<file path="config.mk">
export PLATFORM = sky130hd
export DESIGN_NAME = brs_isqrt_pipe
export DESIGN_NICKNAME = d
export VERILOG_FILES = /design/src/rtl/core/brs_isqrt_pipe.sv
export SDC_FILE = /design/constraint.sdc
export NUM_CORES = 2
export LEC_CHECK = 0
export BUFFER_PORTS_ARGS = -buffer_cell sky130_fd_sc_hd__buf_2
export CAP_MARGIN = 20
export CORE_ASPECT_RATIO = 0.8
export CORE_MARGIN = 4
export CORE_UTILIZATION = 47
export DETAILED_ROUTE_END_ITERATION = 10
export REMOVE_ABC_BUFFERS = 1
export SETUP_SLACK_MARGIN = 0.15
export SLEW_MARGIN = 25
export SYNTH_ARGS = -nofsm -noshare
export SYNTH_HDL_FRONTEND = slang
export SYNTH_SLANG_ARGS = --single-unit
</file>
<file path="constraint.sdc">
create_clock -name clk -period 8.9 [get_ports clk]
set_input_delay 2.67 -clock clk [delete_from_list [all_inputs] [get_ports clk]]
set_output_delay 2.67 -clock clk [all_outputs]
set_load 0.05 [all_outputs]
</file>
<file path="src/rtl/core/brs_isqrt_pipe.sv">
// Pipelined integer square root, one result bit per stage, with sideband payload.
module brs_isqrt_pipe #(
  parameter int IW    = 50,
  parameter int LANES = 1,
  parameter int PW    = 1,
  localparam int OW   = IW / 2
) (
  input  logic                          clk,
  input  logic                          rst_n,
  input  logic                          adv,
  input  logic                          in_vld,
  input  logic [LANES-1:0][IW-1:0]      in_rad,
  input  logic [PW-1:0]                 in_pay,
  output logic                          out_vld,
  output logic [LANES-1:0][OW-1:0]      out_root,
  output logic [PW-1:0]                 out_pay
);

  wire [LANES-1:0][IW-1:0] st_rad  [OW+1];
  wire [LANES-1:0][OW+1:0] st_rem  [OW+1];
  wire [LANES-1:0][OW-1:0] st_root [OW+1];
  wire [PW-1:0]            st_pay  [OW+1];
  wire                     st_vld  [OW+1];

  assign st_rad[0]  = in_rad;
  assign st_rem[0]  = '0;
  assign st_root[0] = '0;
  assign st_pay[0]  = in_pay;
  assign st_vld[0]  = in_vld;

  for (genvar k = 0; k < OW; k++) begin : gen_stage
    logic          vld_r;
    logic [PW-1:0] pay_r;

    always_ff @(posedge clk) begin
      if (!rst_n) begin
        vld_r <= 1'b0;
      end else if (adv) begin
        vld_r <= st_vld[k];
      end
    end

    always_ff @(posedge clk) begin
      if (adv) begin
        pay_r <= st_pay[k];
      end
    end

    assign st_vld[k+1] = vld_r;
    assign st_pay[k+1] = pay_r;

    for (genvar l = 0; l < LANES; l++) begin : gen_lane
      logic [IW-1:0] rad_r, rad_nxt;
      logic [OW+1:0] rem_r, rem_nxt;
      logic [OW-1:0] root_r, root_nxt;
      logic [OW+1:0] sh;
      logic [OW+1:0] trial;

      always_comb begin
        sh      = {st_rem[k][l][OW-1:0], st_rad[k][l][IW-1 -: 2]};
        trial   = {st_root[k][l], 2'b01};
        rad_nxt = {st_rad[k][l][IW-3:0], 2'b00};
        if (sh >= trial) begin
          rem_nxt  = sh - trial;
          root_nxt = {st_root[k][l][OW-2:0], 1'b1};
        end else begin
          rem_nxt  = sh;
          root_nxt = {st_root[k][l][OW-2:0], 1'b0};
        end
      end

      always_ff @(posedge clk) begin
        if (adv) begin
          rad_r  <= rad_nxt;
          rem_r  <= rem_nxt;
          root_r <= root_nxt;
        end
      end

      assign st_rad[k+1][l]  = rad_r;
      assign st_rem[k+1][l]  = rem_r;
      assign st_root[k+1][l] = root_r;
    end
  end

  assign out_vld  = st_vld[OW];
  assign out_root = st_root[OW];
  assign out_pay  = st_pay[OW];

endmodule

</file>
# Word level (Yosys, flattened, before mapping)

Cells that the tools add are included.
W data, S select, Z words.

Magnitude comparators: 25
Add/sub/neg operators: 24
Muxes and demuxes: 49

Operator list:

| operator         | count |
|---|---|
| $mux W25         | 23 |
| $ge A27 B10 Y1   | 1 |
| $ge A27 B11 Y1   | 1 |
| $ge A27 B12 Y1   | 1 |
| $ge A27 B13 Y1   | 1 |
| $ge A27 B14 Y1   | 1 |
| $ge A27 B15 Y1   | 1 |
| $ge A27 B16 Y1   | 1 |
| $ge A27 B17 Y1   | 1 |
| $ge A27 B18 Y1   | 1 |
| $ge A27 B19 Y1   | 1 |
| $ge A27 B20 Y1   | 1 |
| $ge A27 B21 Y1   | 1 |
| $ge A27 B22 Y1   | 1 |
| $ge A27 B23 Y1   | 1 |
| $ge A27 B24 Y1   | 1 |
| $ge A27 B25 Y1   | 1 |
| $ge A27 B26 Y1   | 1 |
| $ge A27 B3 Y1    | 1 |
| $ge A27 B4 Y1    | 1 |
| $ge A27 B5 Y1    | 1 |
| $ge A27 B6 Y1    | 1 |
| $ge A27 B7 Y1    | 1 |
| $ge A27 B8 Y1    | 1 |
| other kinds (28) | 52 |

Register bits: 1553
Word-level logic and storage cells: 222
Bits of input ports: 55

# Depth between registers and ports, before layout

Word-level depth: 2
Mapped depth: 14
Gate-level depth less buffers: 12

# Least setup slack after synthesis

Ideal clock, no wire load.

Kind: in2reg
From: in adv
To: reg gen_stage[0].vld_r
Arrival time: 3.716 ns
Data required time: 8.783 ns
Slack: 5.067 ns
Path buffers: 2
Cell stages on the path: 4
Path through: clkbuf_1 > clkbuf_1 > mux2i_1 > nor2b_1

RTL lines:

| item                 | RTL line | RTL |
|---|---|---|
| from (decl)          | 10       | `input logic adv,` |
| to (signal assigned) | 39       | `vld_r <= st_vld[k];` |
| to (decl)            | 32       | `logic vld_r;` |

# Final worst setup path

From: reg gen_stage[20].gen_lane[0].rem_r[2]
To: reg gen_stage[21].gen_lane[0].rem_r[7], data pin

Longest elaborated chain between the ends: 2
Elaborated cells between the ends (all ways): 3
Those cells by class: add/sub (1); order compare (1); mux (1)

Ends and longest elaborated chain:

| item                                                      | RTL line | RTL |
|---|---|---|
| from (decl)                                               | 54       | `logic [OW+1:0] rem_r, rem_nxt;` |
| from (signal assigned)                                    | 75       | `rem_r <= rem_nxt;` |
| $sub A25 B23 Y25 / $ge A27 B23 Y1 (equally long branches) | 64, 63   |  |
| $mux W25 (*)                                              | 63       | `if (sh >= trial) begin` |
| via gen_stage[21].gen_lane[0].rem_nxt[7]                  | 54       |  |
| to (signal assigned)                                      | 75       |  |
| to (decl)                                                 | 54       |  |

The timed path passes the listed nets; every way through them passes the cells marked *.
A chain may end at the register's enable or synchronous reset.

==> run metrics <==
wire length reported by the detailed router 127 mm; Final Power 19600 µW; all-layer global routing usage 16.5%; Tightest Pin Transition 1.25 ns; number of enable-type register cells in the synthesized netlist 1504; leading register cell type out of synthesis sky130_fd_sc_hd__edfxtp_1; Worst slew margin 14.6%; count of nets after finishing 5815; routability cong. 0.929; level count of the clock H-tree 4; sequential cell area fraction in the yosys report 65.6%; Synth warnings 0; per-cell via count in the routed design 5.29; count of boundary I/O pins 82; area taken by flip-flops and latches 0.0457 mm²; arithmetic-cell share of the synthesized area counting full adders, half adders and majority gates 6.27%; static power due to leakage 0.0296 µW; number of DRC markers in iteration 0 3414; count of buffers added by post-CTS timing repair for setup 0; Max rail drop VDD 217 µV; Fmax achieved 242 MHz; share of synthesized flip-flops with an asynchronous set or reset 0%; average cell area after synthesis 13.3 µm²; #FFs+latches synth 1529; Worst EP required 9.42 ns; number of design rule violations left after detail routing 0; floorplan core area 0.147 mm²; worst setup path class register to register; main combinational cell family by area after synthesis compound AO/OA/AOI/OAI gates; fin crit period 4.13 ns; number of global-route vias before repair 38000; status finished, final reports clean; total clock sinks 1529; worst setup slack for register-to-register paths 4.77 ns; vertical extent of the die 352 µm; number of max-slew violations in the final report 0; type of the tightest min-delay check register to register; fraction of the mapped netlist area in compound gates 9.48%; Unique masters post-synth 89; area taken by multi-input logic gates 0.0220 mm²; TritonCTS clock tree yes; number of nets with antenna violations after routing 0; multiplexer fraction of the synthesized cell area 1.59%; detail-routed net length per standard cell 16.9 µm; arrival time at the worst endpoint 4.65 ns; RSZ-0062 raised after global routing false; number of maximum-capacitance constraint violations 0; setup_tns 0 ns; first-pass iteration count of the detailed router 7; largest net degree at the start of global routing 169; initial cell density of the core 47.2%; first-pass GRT wire length 207 mm; CTS resizes 0; Cell Area, Synth 0.0696 mm²; share of the synthesized netlist area taken by xor and xnor gates 5.51%; die area 0.154 mm²; die width 438 µm; maximum number of buffers from clock root to sink 3; Root Buffer sky130_fd_sc_hd__clkbuf_16; post-route non-filler standard cell count 7520; share of final-layout standard cells stronger than drive strength 1 8.15%; total clock buffers created by CTS 156; setup clock skew after layout 0.0308 ns; cell count after placement 7236; power density of the placed cells 253 mW/mm²; clock transition at the register clock pins on the worst setup and hold paths after CTS 0.06 ns; worst-skew pair later-pin latency 0.77 ns; half-perimeter wire length after detailed placement 89.1 mm; DR vias 39800; fraction of the mapped netlist area in simple logic gates 8.67%; launching element type of the critical path register; Final period util 46.4%; cell count after synthesis 5232; biggest fanout along the worst timing path 44; count of input and output buffers 81; count of endpoints failing hold in the final timing report 0; Area Growth Syn to Fin 11.4%; setup-violating endpoint count in the final report 0; quantity of hold-fixing buffers added after cts 0; total gr overflow 0; antenna violations before repair 1; FILL cells 12400; placement row count 126; Critical Path Sink Type register
-- critical path: stages (launching register included) --
cell and delay (ns):
sky130_fd_sc_hd__edfxtp_1 0.38, sky130_fd_sc_hd__ha_1 0.38, sky130_fd_sc_hd__a2111oi_0 0.71, sky130_fd_sc_hd__o31ai_1 0.24, sky130_fd_sc_hd__a31oi_1 0.39, sky130_fd_sc_hd__o211ai_1 0.25
sky130_fd_sc_hd__a211oi_1 0.39, sky130_fd_sc_hd__o21a_1 0.23, sky130_fd_sc_hd__o21a_1 0.12, sky130_fd_sc_hd__buf_4 0.37, sky130_fd_sc_hd__mux2_2 0.38
-- state kept, by name, indices dropped and copies added, names as in the netlist --
name,cells
gen_stage.gen_lane.root_r,300
out_pay,1
gen_stage.pay_r,24
gen_stage.vld_r,24
gen_stage.gen_lane.rad_r,600
out_root,25
gen_stage.gen_lane.rem_r,554
out_vld,1
-- kinds of logic (layout without fill, tap and decap cells) --
logic type,Yosys count,in the layout
and+or+nand+nor,1223,1223
DFF,1529,1529
buffers and inverters,529,831
muxes,102,102
adders and majority gates,349,349
other,1,3
AOI/OAI and AO/OA,1061,1061
xor gates and xnor gates,438,438
-- per-stage QoR --
step           cell area [µm²]  setup WS (ns)  hold WS, ns  utilization (%)
2_1_floorplan            69300           4.67        0.400                -
3_3_place_gp             72500           4.10        0.400             49.2
3_5_place_dp             72500           4.07        0.405             49.2
4_1_cts                  77500           4.73        0.406             52.6
5_1_grt                  77600           4.46        0.414             52.6
6_report                 77600           4.77        0.408             52.6
-- worst paths after layout --
check | startpoint | cells past startpoint | end
setup / recovery | gen_stage[20].gen_lane[0].rem_r[2] | 10 | gen_stage[21].gen_lane[0].rem_r[7]
hold / removal | gen_stage[10].gen_lane[0].rad_r[30] | 0 | gen_stage[11].gen_lane[0].rad_r[32]
setup reg to reg | gen_stage[20].gen_lane[0].rem_r[2] | 10 | gen_stage[21].gen_lane[0].rem_r[7]
hold reg to reg | gen_stage[10].gen_lane[0].rad_r[30] | 0 | gen_stage[11].gen_lane[0].rad_r[32]
-- per-layer routing --
metal  vias to the layer above  GRT usage [%]  wire, µm
li1                      19800              -         -
met1                     19000           26.8     66400
met2                       891           21.6     49500
met3                       165           4.24      8750
met4                         0           4.04      2190
met5                         -              0         0
-- power by group --
part	internal (µW)	switching (µW)
Sequential	9040	499
Clock	3610	2730
Combinational	1570	2130
-- layout by cell type (no fill, tap or decap), types with 27 or more instances in the layout --
cell	Yosys	layout
sky130_fd_sc_hd__or4_1	28	28
sky130_fd_sc_hd__xor2_1	214	214
sky130_fd_sc_hd__a21oi_1	325	324
sky130_fd_sc_hd__mux2i_1	34	34
sky130_fd_sc_hd__or3_1	44	44
sky130_fd_sc_hd__a21o_1	117	117
sky130_fd_sc_hd__nand2_1	336	336
sky130_fd_sc_hd__nor4_1	57	56
sky130_fd_sc_hd__nor2_1	285	284
sky130_fd_sc_hd__nand3_1	66	66
sky130_fd_sc_hd__nor2b_1	74	74
sky130_fd_sc_hd__clkbuf_16	0	158
sky130_fd_sc_hd__o21a_1	76	76
sky130_fd_sc_hd__o21bai_1	34	34
sky130_fd_sc_hd__ha_1	349	349
sky130_fd_sc_hd__edfxtp_1	1504	1504
sky130_fd_sc_hd__xnor2_1	224	224
sky130_fd_sc_hd__clkinv_1	0	36
sky130_fd_sc_hd__inv_1	442	442
sky130_fd_sc_hd__nor3_1	129	129
sky130_fd_sc_hd__buf_2	9	80
sky130_fd_sc_hd__nand4_1	46	46
sky130_fd_sc_hd__a211oi_1	27	27
sky130_fd_sc_hd__nand2b_1	57	57
sky130_fd_sc_hd__o31ai_1	34	33
sky130_fd_sc_hd__o21ai_0	275	275
sky130_fd_sc_hd__mux2_2	68	68
-- cells in the mapped netlist, types with 74 or more instances --
cell,count,area share [%]
sky130_fd_sc_hd__nand2_1,336,1.8
sky130_fd_sc_hd__xor2_1,214,2.7
sky130_fd_sc_hd__a21o_1,117,1.3
sky130_fd_sc_hd__edfxtp_1,1504,65
sky130_fd_sc_hd__nor2_1,285,1.5
sky130_fd_sc_hd__xnor2_1,224,2.8
sky130_fd_sc_hd__a21oi_1,325,2.3
sky130_fd_sc_hd__ha_1,349,6.3
sky130_fd_sc_hd__inv_1,442,2.4
sky130_fd_sc_hd__o21ai_0,275,2.0
sky130_fd_sc_hd__nor2b_1,74,0.66
sky130_fd_sc_hd__nor3_1,129,0.93
sky130_fd_sc_hd__o21a_1,76,0.82
-- cell type report --
type	instances	area share (%)
multi-input cells	3174	28.4
repair buffers	107	0.953
diodes	2	0.00645
clock buffers	185	5.24
inverters	443	2.14
well taps	1984	3.20
clock inverters	96	1.23
flip-flops and latches	1529	58.9
Note: power is estimated with default switching activity, not from simulation.
